### config.mk
export PLATFORM = sky130hd
export DESIGN_NAME = run_length_byte_decoder_top
export DESIGN_NICKNAME = d
export VERILOG_FILES = /design/src/hdl/rlbd_pkg.sv /design/src/hdl/rlbd_run_unit.sv /design/src/hdl/run_length_byte_decoder_top.sv
export SDC_FILE = /design/constraint.sdc
export NUM_CORES = 1
export LEC_CHECK = 0
export BUFFER_PORTS_ARGS = -buffer_cell sky130_fd_sc_hd__buf_2
export CORE_MARGIN = 3
export CORE_UTILIZATION = 40
export DETAILED_ROUTE_END_ITERATION = 10
export REMOVE_ABC_BUFFERS = 1
export SETUP_SLACK_MARGIN = 0.4
export SLEW_MARGIN = 10
export SYNTH_ARGS = -nofsm -noshare
export SYNTH_HDL_FRONTEND = slang
export SYNTH_HIERARCHICAL = 1
export SYNTH_SLANG_ARGS = --single-unit
export TNS_END_PERCENT = 5
### constraint.sdc
create_clock -name clk -period 2.9 [get_ports clk]
set_clock_uncertainty 0.05 [all_clocks]
set_input_delay 0.29 -clock clk [delete_from_list [all_inputs] [get_ports clk]]
set_output_delay 0.29 -clock clk [all_outputs]
set_load 0.02 [all_outputs]
### src/hdl/rlbd_pkg.sv
package rlbd_pkg;

	// Widest result word, in byte lanes, and the width of one lane.
	localparam int MAX_LANES = 8;
	localparam int LANE_W = 8;

	// Default number of lanes that a repeat run fills per result word.
	localparam int OUT_LANES = 8;

	typedef struct packed {
		logic [7:0] in_byte;
		logic       frame_start;
	} rlbd_in_t;

	typedef struct packed {
		logic [MAX_LANES*LANE_W-1:0] out_bytes;
		logic [3:0]                  out_count;
		logic                        run_last;
	} rlbd_out_t;

	// Control from the parser to the run unit.
	typedef struct packed {
		logic load;
		logic step;
	} run_ctrl_t;

endpackage

### src/hdl/rlbd_run_unit.sv
module rlbd_run_unit #(
	parameter int LANES = rlbd_pkg::OUT_LANES
) (
	input  logic                clk,
	input  logic                arst_n,
	input  rlbd_pkg::run_ctrl_t ctrl,
	input  logic [7:0]          load_byte,
	input  logic [7:0]          load_count,
	output rlbd_pkg::rlbd_out_t word
);

	localparam logic [3:0] LANES_C = 4'(LANES);

	logic [7:0] left_q;
	logic [7:0] byte_q;
	logic       fits;
	logic [3:0] take;

	// One compare and one subtract per result word.
	assign fits = left_q <= {4'b0000, LANES_C};
	assign take = fits ? left_q[3:0] : LANES_C;

	always_comb begin
		word.out_bytes = '0;
		for (int i = 0; i < rlbd_pkg::MAX_LANES; i++) begin
			if (4'(i) < take) begin
				word.out_bytes[i*rlbd_pkg::LANE_W +: rlbd_pkg::LANE_W] = byte_q;
			end
		end
		word.out_count = take;
		word.run_last = fits;
	end

	always_ff @(posedge clk or negedge arst_n) begin
		if (!arst_n) begin
			left_q <= '0;
			byte_q <= '0;
		end else if (ctrl.load) begin
			left_q <= load_count;
			byte_q <= load_byte;
		end else if (ctrl.step) begin
			left_q <= left_q - {4'b0000, take};
		end
	end

endmodule

### src/hdl/run_length_byte_decoder_top.sv
// Run-length byte decoder. Compressed bytes enter on the in channel, one
// transaction per byte, and decompressed data leaves on the out channel as
// words of up to OUT_LANES bytes with a byte count and a run_last mark.
// cfg_wr_en/cfg_wr_data write the scheme bit: 0 escape style, 1 byte-run
// style; it is consulted only when a header byte is parsed.
// Header and count bytes give no result. A literal byte's word is
// registered and is on the out channel in the cycle after the byte is
// accepted. A repeat value byte that asks for n bytes loads the run unit,
// which produces one word per cycle while the receiver does not stall,
// with a compare and a subtract of the remaining count, and the input
// stalls until the last word of the run is loaded into the output register.
// A transaction with frame_start set drops any open sequence and is parsed
// as a header. When the receiver stalls, the output register holds its word
// and both the run unit and the input channel wait.
// Reset clears the parser to expect a header, empties the output register
// and sets the scheme bit to byte-run style.
module run_length_byte_decoder_top #(
	parameter int OUT_LANES = rlbd_pkg::OUT_LANES
) (
	input  logic                clk,
	input  logic                arst_n,
	input  logic                in_valid,
	output logic                in_stall,
	input  rlbd_pkg::rlbd_in_t  in_data,
	output logic                out_valid,
	input  logic                out_stall,
	output rlbd_pkg::rlbd_out_t out_data,
	input  logic                cfg_wr_en,
	input  logic                cfg_wr_data
);

	localparam logic [3:0] LANES_C = 4'(OUT_LANES);

	typedef enum logic [1:0] {
		PH_HEADER,
		PH_COUNT,
		PH_LITERAL,
		PH_REPEAT
	} phase_t;

	typedef enum logic {
		ST_IDLE,
		ST_EMIT
	} state_t;

	state_t              state_q;
	phase_t              phase_q;
	logic [7:0]          remain_q;
	logic                mode_q;
	logic                out_valid_q;
	rlbd_pkg::rlbd_out_t out_data_q;

	phase_t              cur_phase;
	phase_t              nxt_phase;
	logic [7:0]          cur_rem;
	logic [7:0]          nxt_rem;
	logic                lit_emit;
	logic                run_start;
	logic                accept;
	logic                out_free;
	rlbd_pkg::run_ctrl_t run_ctrl;
	rlbd_pkg::rlbd_out_t run_word;

	// The output register can take a word when it is empty or being drained.
	assign out_free = !out_valid_q || !out_stall;
	assign in_stall = (state_q != ST_IDLE) || !out_free;
	assign accept = in_valid && !in_stall;

	// Parse one byte. A frame start forces the header phase first.
	always_comb begin
		cur_phase = in_data.frame_start ? PH_HEADER : phase_q;
		cur_rem = in_data.frame_start ? 8'd0 : remain_q;
		nxt_phase = cur_phase;
		nxt_rem = cur_rem;
		lit_emit = 1'b0;
		run_start = 1'b0;
		unique case (cur_phase)
			PH_HEADER: begin
				if (!mode_q) begin
					if (in_data.in_byte == 8'd0) begin
						nxt_phase = PH_COUNT;
					end else begin
						nxt_rem = in_data.in_byte;
						nxt_phase = PH_REPEAT;
					end
				end else if (!in_data.in_byte[7]) begin
					nxt_rem = in_data.in_byte + 8'd1;
					nxt_phase = PH_LITERAL;
				end else begin
					nxt_rem = in_data.in_byte - 8'd127;
					nxt_phase = PH_REPEAT;
				end
			end
			PH_COUNT: begin
				if (in_data.in_byte == 8'd0) begin
					nxt_phase = PH_HEADER;
				end else begin
					nxt_rem = in_data.in_byte;
					nxt_phase = PH_LITERAL;
				end
			end
			PH_LITERAL: begin
				lit_emit = 1'b1;
				if (cur_rem <= 8'd1) begin
					nxt_rem = 8'd0;
					nxt_phase = PH_HEADER;
				end else begin
					nxt_rem = cur_rem - 8'd1;
				end
			end
			PH_REPEAT: begin
				// An empty run gives no words at all.
				run_start = cur_rem != 8'd0;
				nxt_rem = 8'd0;
				nxt_phase = PH_HEADER;
			end
		endcase
	end

	assign run_ctrl.load = accept && run_start;
	assign run_ctrl.step = (state_q == ST_EMIT) && out_free;

	rlbd_run_unit #(
		.LANES(OUT_LANES)
	) u_run (
		.clk       (clk),
		.arst_n    (arst_n),
		.ctrl      (run_ctrl),
		.load_byte (in_data.in_byte),
		.load_count(cur_rem),
		.word      (run_word)
	);

	always_ff @(posedge clk or negedge arst_n) begin
		if (!arst_n) begin
			state_q <= ST_IDLE;
			phase_q <= PH_HEADER;
			remain_q <= '0;
			mode_q <= 1'b1;
			out_valid_q <= 1'b0;
			out_data_q <= '0;
		end else begin
			if (cfg_wr_en) begin
				mode_q <= cfg_wr_data;
			end
			if (accept) begin
				phase_q <= nxt_phase;
				remain_q <= nxt_rem;
				if (run_start) begin
					state_q <= ST_EMIT;
				end
			end
			if (run_ctrl.step) begin
				out_data_q <= run_word;
				out_valid_q <= 1'b1;
				if (run_word.run_last) begin
					state_q <= ST_IDLE;
				end
			end else if (accept && lit_emit) begin
				out_data_q.out_bytes <= {{(rlbd_pkg::MAX_LANES*rlbd_pkg::LANE_W-8){1'b0}},
					in_data.in_byte};
				out_data_q.out_count <= 4'd1;
				out_data_q.run_last <= 1'b1;
				out_valid_q <= 1'b1;
			end else if (out_valid_q && !out_stall) begin
				out_valid_q <= 1'b0;
			end
		end
	end

	assign out_valid = out_valid_q;
	assign out_data = out_data_q;

	// No input is taken while a run is being expanded.
	assert property (@(posedge clk) disable iff (!arst_n)
		(state_q == ST_EMIT) |-> in_stall)
		else $error("input accepted during run expansion");

	// Every word carries between one and the configured number of bytes.
	assert property (@(posedge clk) disable iff (!arst_n)
		out_valid |-> (out_data.out_count != 4'd0) && (out_data.out_count <= LANES_C))
		else $error("output byte count out of range");

	// A word that is not full must close its run.
	assert property (@(posedge clk) disable iff (!arst_n)
		(out_valid && (out_data.out_count < LANES_C)) |-> out_data.run_last)
		else $error("short word without run_last");

	// A run word that is not the last keeps the sequencer expanding.
	assert property (@(posedge clk) disable iff (!arst_n)
		(run_ctrl.step && !run_word.run_last) |=> (state_q == ST_EMIT))
		else $error("run expansion ended early");

endmodule
After elaboration in Yosys (flattened, before gate mapping):

Index checks and enable logic that the tools add are counted.

* bits in registers: 98
* input bits: 15
* output and inout port bits: 71
* logic and storage cells: 79

* $add $sub $neg: 4
* magnitude comparators: 10
* eq/ne operators: 3
* multiplexer cells: 35
* reduce and logical (&&, ||, !) cells: 17

Operators with widths (count)
* 69-bit 2-to-1 mux: 2
* 8-bit 2-to-1 mux: 15
* 8-bit one-hot mux with 4 select lines: 1
* 3-bit by 4-bit < comparator with 1-bit output, first input constant: 4
* 1-bit 2-to-1 mux: 10
* 2-bit 2-to-1 mux: 5
* 8-bit by 1-bit adder with 8-bit output, second input constant: 1
* 8-bit by 1-bit less-or-equal comparator with 1-bit output, second input constant: 1
* 8-bit by 4-bit less-or-equal comparator with 1-bit output, second input constant: 1
* 8-bit zero test: 1
* 1-bit by 4-bit < comparator with 1-bit output, first input constant: 2
* 2-bit by 4-bit < comparator with 1-bit output, first input constant: 2
* 2-bit one-hot mux with 4 select lines: 1
* 8-bit nonzero test: 1
* 8-bit by 1-bit subtractor with 8-bit output, second input constant: 1
* 8-bit by 4-bit subtractor with 8-bit output: 1
* 8-bit by 7-bit subtractor with 8-bit output, second input constant: 1
* 1-bit logical AND: 5
* 2-bit equality test, second input constant: 2
* 1-bit zero test: 4
* 4-bit 2-to-1 mux: 1
* 2-bit nonzero test: 2
* 3-bit nonzero test: 1
* 2-bit by 1-bit equality test with 1-bit output, second input constant: 1
* other kinds (2): 3

Depth between registers and ports, before layout:

* depth in word-level cells: 9
* mapped depth: 11
* depth with buffers taken out: 9

By module:

The synthesis kept the hierarchy.

Modules (own cells, without submodules)
* run_length_byte_decoder_top: times used 1, cells each 327, area each 3666.0 um^2, seq. area each 2053.2 um^2
* rlbd_run_unit: times used 1, cells each 158, area each 1311.3 um^2, seq. area each 400.4 um^2

Worst setup path after synthesis:

OpenSTA, ideal clock, no wires.

* kind: register to register
* start point: register u_run.left_q[5]
* end point: register u_run.left_q[6]
* arrival: 2227 ps
* data required time: 2724 ps
* slack: 497 ps
* stages on the path, launching flop included: 12
* cells stage by stage: dfrtp_1 -> or4_4 -> buf_6 -> nor2_2 -> inv_2 -> clkbuf_1 -> nand2_1 -> ha_1 -> o31ai_1 -> nand3_1 -> a2111oi_0 -> a221o_1

RTL lines
* start: declaration: RTL line rlbd_run_unit.sv:14 `logic [7:0] left_q;`
* start signal: assignment: RTL line rlbd_run_unit.sv:39 `left_q <= load_count;`
* start signal: assignment: RTL line rlbd_run_unit.sv:42 `left_q <= left_q - {4'b0000, take};`

==> flow_metrics.env <==
export IMPL_status="complete, no violations"
export IMPL_fp_dieArea_mm2=0.0138
export IMPL_clk_latency_ps=340
export IMPL_tns_ps=0
export IMPL_io_pins=86
export IMPL_die_w_um=118
export IMPL_grt_max_degree=69
export IMPL_avgSynthCellArea_um2=10.3
export IMPL_ys_types=63
export IMPL_areaGrowthSynthToFinish_pct=17.5
export IMPL_yosys_register_bits=98
export IMPL_antenna_left=0
export IMPL_vias_per_cell=5.50
export IMPL_worstSetupPathType="flip-flop to flip-flop"
export IMPL_fin_cells=729
export IMPL_cts_buffer_depth=2
export IMPL_rows=40
export IMPL_dr_total_vias=4008
export IMPL_cts_sinks=98
export IMPL_nets=576
export IMPL_path_max_fanout=17
export IMPL_critPathCaptureType="flip-flop"
export IMPL_drive_gt1_frac=0.234
export IMPL_layout_setup_ws_ps=440
export IMPL_synth_area_mm2=0.00498
export IMPL_antenna_cells=0
export IMPL_postSynth_asyncResetShare=1.00
export IMPL_cp_cell_sequence="or4_4 -> nor2_2 -> inv_2 -> nand2_1 -> ha_1 -> inv_1 -> o211ai_1 -> xor2_1 -> o21ai_0"
export IMPL_clockRootBuffer="clkbuf_16"
export IMPL_layout_common_cells="97 x dfrtp_1, 84 x buf_2, 59 x a22o_1"
export IMPL_worst_path_buf_inv=2
export IMPL_p_per_area_mw_per_mm2=1200
export IMPL_io_buffers=85
export IMPL_place_gp_congestion=0.929
export IMPL_hpwl_um=8730
export IMPL_fin_area_mm2=0.00585
export IMPL_die_y_um=118
export IMPL_synth_edf_count=0
export IMPL_relSlewSlack=0.526
export IMPL_wire_per_inst_um=17.9
export IMPL_fin_crit_ps=2460
export IMPL_final_hold_viol_count=0
export IMPL_final_max_slew_viol_count=0
export IMPL_ir_drop_mv=0.449
export IMPL_dpl_cell_area_mm2=0.00554
export IMPL_fillers=1196
export IMPL_worst_slew_pin_slew_ps=712
export IMPL_power_mw=7.02
export IMPL_cts_max_level=3
export IMPL_ys_seq_area_frac=0.493
export IMPL_rsz0062_at_grt="true"
export IMPL_period_share=0.848
export IMPL_track_usage=0.194
export IMPL_wirelength_um=13000
export IMPL_max_freq_ghz=0.407
export IMPL_dp_cells=712
export IMPL_start_kind="flip-flop"
export IMPL_crit_path_top_delay_cell="or4_4"
export IMPL_post_place_ws_ps=479
export IMPL_cts_tree="yes"
export IMPL_numCtsBuffers=9
export IMPL_clkTransAtPathRegs_ps=70
export IMPL_grt_first_pass_wirelength_um=21800
export IMPL_drt_iter0_markers=331
export IMPL_hp_class="input port to flip-flop"
export IMPL_overflow=0
export IMPL_coreArea_mm2=0.0121
export IMPL_crit_family="simple AND/OR/NAND/NOR gates"
export IMPL_start_util=0.411
export IMPL_yosys_warnings=6
export IMPL_drv_cap=0
export IMPL_drc=0
export IMPL_finalSetupViolCount=0
export IMPL_antenna_found_initial=0
export IMPL_first_pass_iters=4
export IMPL_synthCells=485
export IMPL_ys_flop_type="dfrtp_1"
export IMPL_grt_pass1_vias=3974
export IMPL_crit_arrival_ps=2620
export IMPL_final_common_cell="dfrtp_1"
export IMPL_cp_slowest_stage_delay_ps=600
export IMPL_p_leak_nw=2.80
export IMPL_worstPathRequired_ps=3060
area by class of cell:
type | count | area [um2] | area share
clock buffer | 11 | 233 | 0.0398
sequential | 98 | 2450 | 0.419
clock inverter | 5 | 63.8 | 0.0109
multi-input combinational | 333 | 2310 | 0.395
tap | 168 | 210 | 0.0359
timing repair buffer | 93 | 503 | 0.0860
inverter | 21 | 78.8 | 0.0135
kinds of logic after synthesis:
group	synth area share
and+or+nand+nor	0.185
buffers and inverters	0.0455
DFF	0.493
other	0.000753
xor gates and xnor gates	0.0158
adders and majority gates	0.0126
AOI/OAI and AO/OA	0.218
muxes	0.0287
stage by stage:
step | hold WS [ps] | utilization
2_1_floorplan | -55.6 | -
3_3_place_gp | 318 | 0.458
3_5_place_dp | 334 | 0.458
4_1_cts | 34.0 | 0.483
5_1_grt | 70.4 | 0.483
6_report | 43.3 | 0.483
per-layer routing:
| metal | routed length [um] | global-route usage | share of wire | vias up |
|---|---|---|---|---|
| met2 | 5870 | 0.288 | 0.45 | 121 |
| met3 | 668 | 0.0370 | 0.051 | 10 |
| li1 | - | - | - | 1880 |
| met1 | 6340 | 0.289 | 0.49 | 1997 |
| met4 | 150 | 0.0593 | 0.012 | 0 |
| met5 | 0 | 0 | 0 | - |
repair_timing:
item | 4_1_cts | 5_1_grt
setup endpoints to repair | 0 | 18
hold buffers | 1 | 0
endpoints found under the hold margin | 49 | 0
setup buffers | 0 | 0
gates resized for setup | 0 | 0
state kept, by name, summed over array words and instances (netlist names):
name          cells
state_q           1
phase_q           2
mode_q            1
out_valid         1
out_data         69
u_run/byte_q      8
u_run/left_q      8
remain_q          8
synthesized netlist by cell type, types with 5 or more instances:
cell type / instances / share of area
o22ai_1: 8 / 0.010
and2_1: 27 / 0.034
nand3_1: 11 / 0.011
inv_1: 20 / 0.015
dfrtp_1: 97 / 0.49
a22o_1: 59 / 0.10
xor2_1: 6 / 0.011
mux2_2: 9 / 0.020
nand2_1: 32 / 0.024
nor2_1: 20 / 0.015
nor3_1: 7 / 0.0070
nor2b_1: 47 / 0.059
o21ai_0: 16 / 0.016
a21oi_1: 18 / 0.018
ha_1: 5 / 0.013
clkbuf_1: 25 / 0.019
report_power, final:
group | switching (mW) | total, mW | leakage (nW) | internal, mW
clock | 0.534 | 1.21 | 0.146 | 0.678
sequential | 0.630 | 2.59 | 1.23 | 1.96
combinational | 1.87 | 3.22 | 1.42 | 1.35
path summary, 6_finish.rpt:
| check | startpoint | to | slack, ps | depth (start not counted) |
|---|---|---|---|---|
| max reg2reg | u_run/left_q[5]$_DFFE_PN0P_ | u_run/left_q[4]$_DFFE_PN0P_ | 440 | 9 |
| min reg2reg | out_data[9]$_DFFE_PN0P_ | out_data[9]$_DFFE_PN0P_ | 430 | 2 |
| min | cfg_wr_en | mode_q$_DFFE_PN1P_ | 40 | 2 |
| max | u_run/left_q[5]$_DFFE_PN0P_ | u_run/left_q[4]$_DFFE_PN0P_ | 440 | 9 |
| max in group asynchronous | arst_n | mode_q$_DFFE_PN1P_ | 1600 | 3 |
| min in group asynchronous | arst_n | out_data[34]$_DFFE_PN0P_ | 470 | 2 |
Note: power is estimated with default switching activity, not from simulation.
